==> config.mk <==
export PLATFORM = sky130hd
export DESIGN_NAME = multi_channel_volume_fader_unit_flat
export DESIGN_NICKNAME = d
export VERILOG_FILES = /design/src/hw/rtl/mcvf_pkg.sv /design/src/hw/rtl/mcvf_stream_if.sv /design/src/hw/rtl/multi_channel_volume_fader_unit.sv /design/src/flat_wrapper.sv
export SDC_FILE = /design/constraint.sdc
export NUM_CORES = 2
export LEC_CHECK = 0
export BUFFER_PORTS_ARGS = -buffer_cell sky130_fd_sc_hd__buf_2
export CORE_ASPECT_RATIO = 0.9
export CORE_UTILIZATION = 50
export CTS_BUF_LIST = sky130_fd_sc_hd__clkbuf_4
export DETAILED_ROUTE_END_ITERATION = 10
export MAX_ROUTING_LAYER = met4
export PLACE_DENSITY = 0.68
export SLEW_MARGIN = 30
export SYNTH_ARGS = -nofsm -noshare
export SYNTH_HDL_FRONTEND = slang
export SYNTH_SLANG_ARGS = --single-unit
export TNS_END_PERCENT = 20
==> constraint.sdc <==
create_clock -name i_clk -period 6.8 [get_ports i_clk]
set_clock_uncertainty 0.2 [all_clocks]
set_input_delay 1.02 -clock i_clk [delete_from_list [all_inputs] [get_ports i_clk]]
set_output_delay 1.02 -clock i_clk [all_outputs]
set_load 0.05 [all_outputs]
==> src/hw/rtl/mcvf_pkg.sv <==
// Shared types and codes of the multi-channel volume fader.
// Item layouts of the input and result channels; no dependencies.
package mcvf_pkg;

    localparam int KIND_W    = 2;
    localparam int CHANNEL_W = 5;
    localparam int LEVEL_W   = 9;
    localparam int FADE_W    = 16;
    localparam int TIME_W    = 32;
    localparam int STATUS_W  = 2;
    localparam int VOLUME_W  = 8;
    localparam int ACTIVE_W  = 5;

    localparam logic [KIND_W-1:0] KIND_SET  = 2'd0;
    localparam logic [KIND_W-1:0] KIND_TICK = 2'd1;
    localparam logic [KIND_W-1:0] KIND_READ = 2'd2;

    localparam logic [STATUS_W-1:0] STATUS_OK      = 2'd0;
    localparam logic [STATUS_W-1:0] STATUS_BAD_CH  = 2'd1;
    localparam logic [STATUS_W-1:0] STATUS_BAD_VOL = 2'd2;

    localparam logic [VOLUME_W-1:0] MAX_VOLUME = 8'd255;

    localparam int DIV_STEPS = VOLUME_W;

    typedef struct packed {
        logic [KIND_W-1:0]    kind;
        logic [CHANNEL_W-1:0] channel;
        logic [LEVEL_W-1:0]   level;
        logic [FADE_W-1:0]    fade_ms;
        logic [TIME_W-1:0]    now_ms;
    } t_in_item;

    typedef struct packed {
        logic [STATUS_W-1:0] status;
        logic [VOLUME_W-1:0] volume;
        logic [ACTIVE_W-1:0] active_fades;
    } t_out_item;

endpackage

==> src/hw/rtl/mcvf_stream_if.sv <==
// Valid/ready stream channel of the volume fader.
// Payload type is set by the instantiating level; no package dependency.
interface mcvf_stream_if #(
    parameter type T = logic
) ();
    logic valid;
    logic ready;
    T     data;

    modport source (output valid, output data, input ready);
    modport sink   (input valid, input data, output ready);
endinterface

==> src/hw/rtl/multi_channel_volume_fader_unit.sv <==
// Top level of the multi-channel volume fader: slot volumes, fade table, tick walk.
// Depends on mcvf_pkg and mcvf_stream_if.
//
// The block holds an 8-bit volume for each of CHANNELS sound slots plus one music slot
// (index CHANNELS) in a one-port-read synchronous memory, and each slot's pending fade
// (start time, end time, start and final volume) in a second one. One item is worked
// at a time. A set or read item reads its slot's volume, is checked in S_RD and passes
// S_DONE into the output register. A tick walks every slot in index order: an idle slot
// is skipped, a fade that ends writes its final volume, and a fade in progress passes
// S_CALC, S_PREP, S_MUL, S_DIV and S_APPLY, where an 8-step restoring divider of
// elapsed * delta by the fade duration sets the figure. Volumes read as 255
// and no fade is pending right after reset, with no clearing pass. A finished result
// waits in an output register while the next item is taken.
module multi_channel_volume_fader_unit
    import mcvf_pkg::*;
#(
    parameter int CHANNELS = 16
) (
    input  logic          i_clk,
    input  logic          i_rst_n,
    mcvf_stream_if.sink   i_in,
    mcvf_stream_if.source o_out
);

    localparam int NUM_SLOTS = CHANNELS + 1;
    localparam int SLOT_W    = (NUM_SLOTS > 1) ? $clog2(NUM_SLOTS) : 1;
    localparam int CNT_W     = $clog2(NUM_SLOTS + 1);
    localparam int STEP_W    = $clog2(DIV_STEPS);
    localparam int PROD_W    = FADE_W + VOLUME_W;

    typedef struct packed {
        logic [TIME_W-1:0]   from_ms;
        logic [TIME_W-1:0]   to_ms;
        logic [VOLUME_W-1:0] start_vol;
        logic [VOLUME_W-1:0] final_vol;
    } t_fade;

    typedef enum logic [3:0] {
        S_IDLE,
        S_RD,
        S_DONE,
        S_SCAN,
        S_CALC,
        S_PREP,
        S_MUL,
        S_DIV,
        S_APPLY,
        S_TICK_RD
    } t_state;

    t_state               r_state, n_state;
    t_in_item             r_item, n_item;
    logic [CNT_W-1:0]     r_slot, n_slot;
    logic [NUM_SLOTS-1:0] r_vol_valid, n_vol_valid;
    logic [NUM_SLOTS-1:0] r_active, n_active;
    logic [CNT_W-1:0]     r_active_cnt, n_active_cnt;
    t_out_item            r_res, n_res;
    logic                 r_out_valid, n_out_valid;
    t_out_item            r_out, n_out;

    logic [VOLUME_W-1:0]  r_sv, n_sv;
    logic [VOLUME_W-1:0]  r_fv, n_fv;
    logic                 r_neg, n_neg;
    logic [VOLUME_W-1:0]  r_mag, n_mag;
    logic [TIME_W-1:0]    r_el32, n_el32;
    logic [FADE_W-1:0]    r_el, n_el;
    logic [FADE_W-1:0]    r_dur, n_dur;
    logic [FADE_W-1:0]    r_rem, n_rem;
    logic [VOLUME_W-1:0]  r_lo, n_lo;
    logic [STEP_W-1:0]    r_step, n_step;

    logic [VOLUME_W-1:0]  r_vol_mem [NUM_SLOTS];
    logic [VOLUME_W-1:0]  r_vol_rd;
    t_fade                r_fade_mem [NUM_SLOTS];
    t_fade                r_fade_rd;

    logic                 vol_we, vol_re, fade_we, fade_re;
    logic [SLOT_W-1:0]    vol_waddr, vol_raddr, fade_waddr, fade_raddr;
    logic [VOLUME_W-1:0]  vol_wdata;
    t_fade                fade_wdata;

    logic [SLOT_W-1:0]    item_slot, walk_slot;
    logic                 item_ch_ok;
    logic [VOLUME_W-1:0]  cur_vol;
    logic                 out_room;
    logic [TIME_W-1:0]    calc_dur32;
    logic [PROD_W-1:0]    prod;
    logic [FADE_W:0]      div_shift, div_diff;
    logic                 div_qb;
    logic [VOLUME_W+1:0]  v_sum;
    logic [VOLUME_W-1:0]  v_clamped;

    assign item_slot  = SLOT_W'(r_item.channel);
    assign walk_slot  = r_slot[SLOT_W-1:0];
    assign item_ch_ok = 32'(r_item.channel) <= CHANNELS;
    assign cur_vol    = r_vol_valid[item_slot] ? r_vol_rd : MAX_VOLUME;
    assign out_room   = !r_out_valid || o_out.ready;

    assign calc_dur32 = r_fade_rd.to_ms - r_fade_rd.from_ms;
    assign prod       = PROD_W'(r_el) * PROD_W'(r_mag);
    assign div_shift  = {r_rem, r_lo[VOLUME_W-1]};
    assign div_diff   = div_shift - {1'b0, r_dur};
    assign div_qb     = !div_diff[FADE_W];
    assign v_sum      = r_neg ? ({2'b00, r_sv} - {2'b00, r_lo})
                              : ({2'b00, r_sv} + {2'b00, r_lo});
    assign v_clamped  = v_sum[VOLUME_W+1] ? '0 :
                        (v_sum[VOLUME_W] ? MAX_VOLUME : v_sum[VOLUME_W-1:0]);

    assign i_in.ready  = (r_state == S_IDLE);
    assign o_out.valid = r_out_valid;
    assign o_out.data  = r_out;

    always_comb begin
        n_state      = r_state;
        n_item       = r_item;
        n_slot       = r_slot;
        n_vol_valid  = r_vol_valid;
        n_active     = r_active;
        n_active_cnt = r_active_cnt;
        n_res        = r_res;
        n_out_valid  = r_out_valid && !o_out.ready;
        n_out        = r_out;
        n_sv         = r_sv;
        n_fv         = r_fv;
        n_neg        = r_neg;
        n_mag        = r_mag;
        n_el32       = r_el32;
        n_el         = r_el;
        n_dur        = r_dur;
        n_rem        = r_rem;
        n_lo         = r_lo;
        n_step       = r_step;
        vol_we       = 1'b0;
        vol_waddr    = item_slot;
        vol_wdata    = r_item.level[VOLUME_W-1:0];
        vol_re       = 1'b0;
        vol_raddr    = item_slot;
        fade_we      = 1'b0;
        fade_waddr   = item_slot;
        fade_wdata   = '{from_ms:   r_item.now_ms,
                         to_ms:     r_item.now_ms + TIME_W'(r_item.fade_ms),
                         start_vol: cur_vol,
                         final_vol: r_item.level[VOLUME_W-1:0]};
        fade_re      = 1'b0;
        fade_raddr   = walk_slot;

        unique case (r_state)
            S_IDLE: begin
                if (i_in.valid) begin
                    n_item = i_in.data;
                    n_slot = '0;
                    if (i_in.data.kind == KIND_TICK) begin
                        n_state = S_SCAN;
                    end else begin
                        vol_re    = 1'b1;
                        vol_raddr = SLOT_W'(i_in.data.channel);
                        n_state   = S_RD;
                    end
                end
            end
            S_RD: begin
                n_res.volume = item_ch_ok ? cur_vol : '0;
                if (!item_ch_ok) begin
                    n_res.status = STATUS_BAD_CH;
                end else if (r_item.kind == KIND_SET && r_item.level[LEVEL_W-1]) begin
                    n_res.status = STATUS_BAD_VOL;
                end else begin
                    n_res.status = STATUS_OK;
                end
                if (item_ch_ok && r_item.kind == KIND_SET && !r_item.level[LEVEL_W-1]) begin
                    if (r_item.fade_ms == '0) begin
                        vol_we                 = 1'b1;
                        n_vol_valid[item_slot] = 1'b1;
                        n_res.volume           = r_item.level[VOLUME_W-1:0];
                    end else begin
                        fade_we = 1'b1;
                        if (!r_active[item_slot]) begin
                            n_active_cnt = r_active_cnt + CNT_W'(1);
                        end
                        n_active[item_slot] = 1'b1;
                    end
                end
                n_state = S_DONE;
            end
            S_DONE: begin
                if (out_room) begin
                    n_out              = r_res;
                    n_out.active_fades = ACTIVE_W'(r_active_cnt);
                    n_out_valid        = 1'b1;
                    n_state            = S_IDLE;
                end
            end
            S_SCAN: begin
                if (r_slot == CNT_W'(NUM_SLOTS)) begin
                    n_state = S_TICK_RD;
                end else if (r_active[walk_slot]) begin
                    fade_re = 1'b1;
                    n_state = S_CALC;
                end else begin
                    n_slot = r_slot + CNT_W'(1);
                end
            end
            S_CALC: begin
                n_sv   = r_fade_rd.start_vol;
                n_fv   = r_fade_rd.final_vol;
                n_dur  = calc_dur32[FADE_W-1:0];
                n_el32 = (r_item.now_ms >= r_fade_rd.from_ms)
                       ? (r_item.now_ms - r_fade_rd.from_ms) : '0;
                if (r_item.now_ms >= r_fade_rd.to_ms) begin
                    vol_we                 = 1'b1;
                    vol_waddr              = walk_slot;
                    vol_wdata              = r_fade_rd.final_vol;
                    n_vol_valid[walk_slot] = 1'b1;
                    n_active[walk_slot]    = 1'b0;
                    n_active_cnt           = r_active_cnt - CNT_W'(1);
                    n_slot                 = r_slot + CNT_W'(1);
                    n_state                = S_SCAN;
                end else begin
                    n_state = S_PREP;
                end
            end
            S_PREP: begin
                n_el    = (r_el32 > TIME_W'(r_dur)) ? r_dur : r_el32[FADE_W-1:0];
                n_neg   = r_fv < r_sv;
                n_mag   = (r_fv < r_sv) ? (r_sv - r_fv) : (r_fv - r_sv);
                n_state = S_MUL;
            end
            S_MUL: begin
                n_rem   = prod[PROD_W-1:VOLUME_W];
                n_lo    = prod[VOLUME_W-1:0];
                n_step  = '0;
                n_state = S_DIV;
            end
            S_DIV: begin
                n_rem  = div_qb ? div_diff[FADE_W-1:0] : div_shift[FADE_W-1:0];
                n_lo   = {r_lo[VOLUME_W-2:0], div_qb};
                n_step = r_step + STEP_W'(1);
                if (r_step == STEP_W'(DIV_STEPS - 1)) begin
                    n_state = S_APPLY;
                end
            end
            S_APPLY: begin
                vol_we                 = 1'b1;
                vol_waddr              = walk_slot;
                vol_wdata              = v_clamped;
                n_vol_valid[walk_slot] = 1'b1;
                n_slot                 = r_slot + CNT_W'(1);
                n_state                = S_SCAN;
            end
            S_TICK_RD: begin
                vol_re  = 1'b1;
                n_state = S_RD;
            end
            default: begin
                n_state = S_IDLE;
            end
        endcase
    end

    always_ff @(posedge i_clk) begin
        r_item <= n_item;
        r_slot <= n_slot;
        r_res  <= n_res;
        r_out  <= n_out;
        r_sv   <= n_sv;
        r_fv   <= n_fv;
        r_neg  <= n_neg;
        r_mag  <= n_mag;
        r_el32 <= n_el32;
        r_el   <= n_el;
        r_dur  <= n_dur;
        r_rem  <= n_rem;
        r_lo   <= n_lo;
        r_step <= n_step;
        if (!i_rst_n) begin
            r_state      <= S_IDLE;
            r_vol_valid  <= '0;
            r_active     <= '0;
            r_active_cnt <= '0;
            r_out_valid  <= 1'b0;
        end else begin
            r_state      <= n_state;
            r_vol_valid  <= n_vol_valid;
            r_active     <= n_active;
            r_active_cnt <= n_active_cnt;
            r_out_valid  <= n_out_valid;
        end
    end

    always_ff @(posedge i_clk) begin
        if (vol_we) begin
            r_vol_mem[vol_waddr] <= vol_wdata;
        end
        if (vol_re) begin
            r_vol_rd <= r_vol_mem[vol_raddr];
        end
    end

    always_ff @(posedge i_clk) begin
        if (fade_we) begin
            r_fade_mem[fade_waddr] <= fade_wdata;
        end
        if (fade_re) begin
            r_fade_rd <= r_fade_mem[fade_raddr];
        end
    end

    a_active_count: assert property (@(posedge i_clk) disable iff (!i_rst_n)
        32'(r_active_cnt) == $countones(r_active))
        else $error("fade counter out of step with active bits");

    a_div_remainder: assert property (@(posedge i_clk) disable iff (!i_rst_n)
        (r_state == S_DIV) |-> (r_rem < r_dur))
        else $error("divider remainder not below duration");

    a_bad_channel_volume: assert property (@(posedge i_clk) disable iff (!i_rst_n)
        (o_out.valid && o_out.data.status == STATUS_BAD_CH) |-> (o_out.data.volume == '0))
        else $error("invalid channel result carries a volume");

    a_result_waits: assert property (@(posedge i_clk) disable iff (!i_rst_n)
        (r_state == S_DONE && r_out_valid && !o_out.ready) |=> (r_state == S_DONE))
        else $error("result dropped while output register full");

endmodule

==> src/flat_wrapper.sv <==
// flat-port wrapper written by rule: the top's interface ports become plain ports
module multi_channel_volume_fader_unit_flat import mcvf_pkg::*;
#(
    parameter int CHANNELS = 16
)
  (i_clk, i_rst_n, i_in_valid, i_in_data, i_in_ready, o_out_valid, o_out_data, o_out_ready);
  mcvf_stream_if #(.T(t_in_item)) i_in_i ();
  mcvf_stream_if #(.T(t_out_item)) o_out_i ();
  input  logic i_clk;
  input  logic i_rst_n;
  input wire logic [$bits(i_in_i.valid)-1:0] i_in_valid;
  input wire logic [$bits(i_in_i.data)-1:0] i_in_data;
  output wire logic [$bits(i_in_i.ready)-1:0] i_in_ready;
  output wire logic [$bits(o_out_i.valid)-1:0] o_out_valid;
  output wire logic [$bits(o_out_i.data)-1:0] o_out_data;
  input wire logic [$bits(o_out_i.ready)-1:0] o_out_ready;
  assign i_in_i.valid = i_in_valid;
  assign i_in_i.data = i_in_data;
  assign i_in_ready = i_in_i.ready;
  assign o_out_valid = o_out_i.valid;
  assign o_out_data = o_out_i.data;
  assign o_out_i.ready = o_out_ready;
  multi_channel_volume_fader_unit #(.CHANNELS(CHANNELS)) u_core (.i_clk(i_clk), .i_rst_n(i_rst_n), .i_in(i_in_i), .o_out(o_out_i));
endmodule
==> impl.org <==
** Timing
- The number of slew-limit violations in the final report came to 0.
- On the final layout, the worst hold slack is roughly 160 ps.
- The hold violation total from the final report was 0.
- Rel. slew slack :: 32.6%
- For the pin with the worst max-slew slack, the measured transition is 1000 ps.
- Final critical-path share of the clock period :: 84.7%
- RSZ-0062 raised after global routing :: false
- Setup_tns :: 0 ps
- Based on the critical path, the design can be clocked at up to ~0.17 GHz.
- Min cycle time layout :: 5760 ps
- Number of setup violations in the final report :: 0

** Placement
- The count of buffers added on input and output ports is 84.
- The congestion estimate from routability-driven global placement came to about 0.9.
- Area post-placement :: 84400 sq um
- The HPWL after detailed placement is between 100 and 150 mm.

** Critical path
- Setup slack of the most critical reg-to-reg path :: between 1000 and 1500 ps
- Following the worst setup path forward leads to its endpoint at u_core.r_rem[15]$_DFFE_PP_.
- The worst setup path is captured at a flip-flop.
- Counting stages on the worst path, the most repeated cell is sky130_fd_sc_hd__fa_1.
- The critical path starts at u_core.r_mag[2]$_DFFE_PP_.
- In this run the critical register-to-register path is captured at u_core.r_rem[15]$_DFFE_PP_.
- The critical path goes through and2_1, fa_1, fa_1, fa_1, inv_1, fa_1, inv_1, ha_1, a21o_1, a21oi_1, o21ai_0, nor3_1, a221o_1, a211oi_1, a21oi_1, o221a_2, o21ai_0.
- Required arrival time at the worst endpoint :: between 7000 and 8000 ps
- Crit path DAT :: approximately 6700 ps
- In this run the worst path has a maximum fanout of 16.
- Delay of the slowest critical-path stage :: around 610 ps
- The critical path is of the flip-flop to flip-flop type.
- Counting cells, the worst reg-to-reg path comes to 17.
- The worst setup path is launched from a flip-flop.
- Worst R2R Start :: u_core.r_mag[2]$_DFFE_PP_
- Library cell contributing the largest single delay on the critical path :: sky130_fd_sc_hd__edfxtp_1

** Detailed routing
- Overall via count from detail_route :: about 46000
- WL/cell :: 25.5 microns
- The count of nets left with antenna violations once routing finished came out at 0.
- After detailed routing, the number of remaining DRC violations is 0.
- After detailed routing, the number of vias per cell comes to about 5.9.
- Wires add up to ~200 mm.
- For this run, the detailed router's first-pass iteration total came to 5.
- After the first detailed-routing iteration, the DRC count stood at 4839.

** Clock tree
- Post-CTS timing repair inserted 0 buffers for setup.
- CTS saw between 1500 and 2000 sinks.
- Clock latency reported for the late side of the worst-skew pair :: 1380 ps
- Clk pin slew, worst setup/hold paths :: 70 ps
- Clock tree from TritonCTS :: done
- The H-tree generated during clock tree synthesis spans 5 levels.
- The root buffer cell chosen for the clock tree is sky130_fd_sc_hd__clkbuf_4.
- TritonCTS created between 400 and 500 clock buffers.
- No sink is reached through more buffers than the 4 on the longest clock path.

** Finish
- Nets :: roughly 5600
- Proportion of layout cells with a drive suffix above 1 :: between 20% and 30%
- Final standard cell area without fillers :: 90700 sq um
- The area growth from synthesis to layout is 12.8%.
- Sequential Area :: 54800 sq um
- Number of filler cells placed in the layout :: roughly 12000
- At the end of the flow the core is filled with cells to between 50% and 60%.
- Most frequent cells in the layout :: sky130_fd_sc_hd__edfxtp_1 (1794), sky130_fd_sc_hd__clkbuf_4 (648), sky130_fd_sc_hd__mux4_2 (356), sky130_fd_sc_hd__inv_1 (284), sky130_fd_sc_hd__ha_1 (211)
- Summing all multi-input logic gate instances after layout gives 24200 sq um.
- Most frequent standard cell in the layout excluding fill and tap cells :: sky130_fd_sc_hd__edfxtp_1

** Logic synthesis
- Synthesis produced a netlist with a net count of ~5100.
- Flops & latches, synth :: 1838
- Simple-gate portion of the synthesized area :: under 10%
- Combinational family with the most area after synthesis :: multiplexers
- Synthesized area :: roughly 80000 sq um
- Summing the areas of all compound-gate instances in the mapped netlist gives 6.38% of the synthesized area.
- Post-Synth Adder-Cell Area :: ~5.6%
- Mean area per synthesized cell :: 17.0 sq um
- Of the post-synthesis cell area, the part taken by muxes is between 10% and 20%.
- The Yosys step of the flow raised 0 warnings.
- Yosys mapped a number of flops with a built-in enable equal to roughly 1800.
- Sequential elements use slightly below 70% of the synthesized area.
- The netlist uses slightly above 80 different library cells.
- Top flip-flop cell by instance count after synthesis :: sky130_fd_sc_hd__edfxtp_1
- Cell count after synthesis :: ~4700
- FFs w/ async S/R, synth :: 0%
- Summing the areas of all xor and xnor instances in the mapped netlist gives around 1.1% of the synthesized area.

** Global routing
- Entering global routing, the biggest net connects 123 pins.
- The first global-routing pass estimated approximately 290 mm of wire.
- Via count of the first global-routing pass :: about 46000
- Global-route usage over all layers :: 25.2%
- Number of antenna violations at the first check in global routing :: 4
- After global routing the overflow that remains totals 0.

** Floorplan
- The core region is ~160000 sq um.
- The die covers 162000 sq um.
- Initial Utilization :: around 50%
- The initialized floorplan defines 139 standard-cell rows.
- The die is around 420 microns wide.
- The die is 382 microns tall.
- Count of pins on the block boundary :: between 80 and 90

** Power and ir drop
- Combinational logic burns between 20% and 30% of the power.
- Peak VDD IR :: around 0.00025 V
- The completed layout was analyzed and its total power is between 30 and 40 mW.
- The clock network accounts for a little under 30% of the total power.
- Cell leakage power :: roughly 32 nW
- In this run the power spent charging and discharging nets is 9.25 mW.
- Net switching is a little under a third of the power.
- Sequential share of power :: 46.4%
- Power Internal :: roughly 21 mW
- Power spread over the standard cell area amounts to roughly 340 nW/um^2.

** Hold path
- The worst hold path belongs to the class input port to flip-flop.

** Run status
- The run finished with clean final reports.

** Flow run
- The tool flagged a number of max-cap violations equal to 0.
-- worst min-delay path by stage --
| stage | start | endpoint | cells past startpoint |
|---|---|---|---|
| floorplan | u_core.r_res[10]$_DFFE_PP_ | u_core.o_out.data[10]$_DFFE_PP_ | 0 |
| global placement | u_core.r_fade_rd[13]$_DFFE_PP_ | u_core.r_sv[5]$_DFFE_PP_ | 0 |
| detailed placement | u_core.r_fade_rd[13]$_DFFE_PP_ | u_core.r_sv[5]$_DFFE_PP_ | 0 |
| CTS | i_in_data[18] | u_core.fade_wdata[66]$_DFFE_PP_ | 2 |
| global route | i_in_data[47] | u_core.r_item[47]$_DFFE_PP_ | 2 |
| finish | i_in_data[41] | u_core.r_item[41]$_DFFE_PP_ | 2 |
-- final cells by class --
type	count	area share (%)
clock buffers	648	5.36
inverters	285	1.18
diodes	11	0.0304
repair buffers	286	2.75
clock inverters	151	0.745
flip-flops and latches	1838	60.4
well taps	2115	2.92
multi-input cells	2395	26.6
-- per-stage QoR --
step                cells  setup slack (ps)
floorplan            4718               361
global placement     6851              1210
detailed placement   6852              1170
CTS                  7716              1090
global route         7728               739
finish               7729              1040
-- cells by family after synthesis --
logic type / after synthesis
buffers and inverters: 485
adder cells (fa/ha/maj): 304
XOR/XNOR: 96
multiplexers: 528
AND/OR/NAND/NOR: 681
flip-flops: 1838
AO/OA/AOI/OAI: 786
-- state kept, by name, indices dropped and copies added (netlist names), 10 cells and up --
signal and flops:
u_core.r_fade_mem 1360, u_core.r_vol_mem 136, u_core.r_fade_rd 80, u_core.fade_wdata 40, u_core.r_el32 32, u_core.r_item 19
u_core.r_active 17, u_core.r_vol_valid 17, u_core.r_dur 16, u_core.r_el 16, u_core.r_rem 16, u_core.o_out.data 15
u_core.r_res 10
-- power groups by stage --
| stage | clock network [mW] | logic, mW | registers (mW) |
|---|---|---|---|
| 6_report | 8.81 | 7.46 | 14.1 |
| 5_1_grt | 9.58 | 8.01 | 14.1 |
| 4_1_cts | 9.03 | 7.44 | 14.1 |
| 3_5_place_dp | 0 | 7.39 | 14.4 |
| 3_3_place_gp | 0 | 7.25 | 14.4 |
| 2_1_floorplan | 0 | 4.90 | 14.3 |
-- Yosys cell counts, types with 30 or more instances --
master / number / area (sq um)
sky130_fd_sc_hd__dfxtp_1: 44 / 881
sky130_fd_sc_hd__nor2b_1: 35 / 219
sky130_fd_sc_hd__buf_2: 37 / 185
sky130_fd_sc_hd__xnor2_1: 65 / 569
sky130_fd_sc_hd__mux4_2: 356 / 8020
sky130_fd_sc_hd__nor3_1: 43 / 215
sky130_fd_sc_hd__a21o_1: 48 / 360
sky130_fd_sc_hd__buf_1: 38 / 143
sky130_fd_sc_hd__inv_1: 285 / 1070
sky130_fd_sc_hd__mux2i_1: 65 / 651
sky130_fd_sc_hd__nand2_1: 150 / 563
sky130_fd_sc_hd__ha_1: 211 / 2640
sky130_fd_sc_hd__mux2_2: 105 / 1180
sky130_fd_sc_hd__fa_1: 93 / 1860
sky130_fd_sc_hd__o21a_1: 60 / 450
sky130_fd_sc_hd__xor2_1: 30 / 263
sky130_fd_sc_hd__and2_1: 124 / 776
sky130_fd_sc_hd__a22oi_1: 163 / 1220
sky130_fd_sc_hd__o21ai_0: 208 / 1040
sky130_fd_sc_hd__nand3_1: 66 / 330
sky130_fd_sc_hd__edfxtp_1: 1794 / 53900
sky130_fd_sc_hd__clkbuf_1: 117 / 439
sky130_fd_sc_hd__nor2_1: 158 / 593
sky130_fd_sc_hd__a21oi_1: 137 / 686
-- what timing repair did --
item | 4_1_cts | 5_1_grt
resized for setup | 0 | 0
hold buffers | 65 | 0
endpoints found under the hold margin | 65 | 0
-- per-layer routing --
layer	wire length (microns)	vias up	global-route usage (%)	share of wire, %
met5	0	-	-	0
met4	4960	0	7.86	2.5
met3	15700	343	4.36	8.0
met2	92300	1956	37.7	47
met1	84300	23400	35.4	43
li1	-	20000	-	-
-- worst max-delay path: cells and delay by family (launching register included) --
family                     cells  cell delay (ps)
buffers and inverters          2              100
DFF                            1              610
and+or+nand+nor                2              350
AOI/OAI and AO/OA              8             1930
adders and majority gates      5             2390
(Power assumes the default switching activity.)
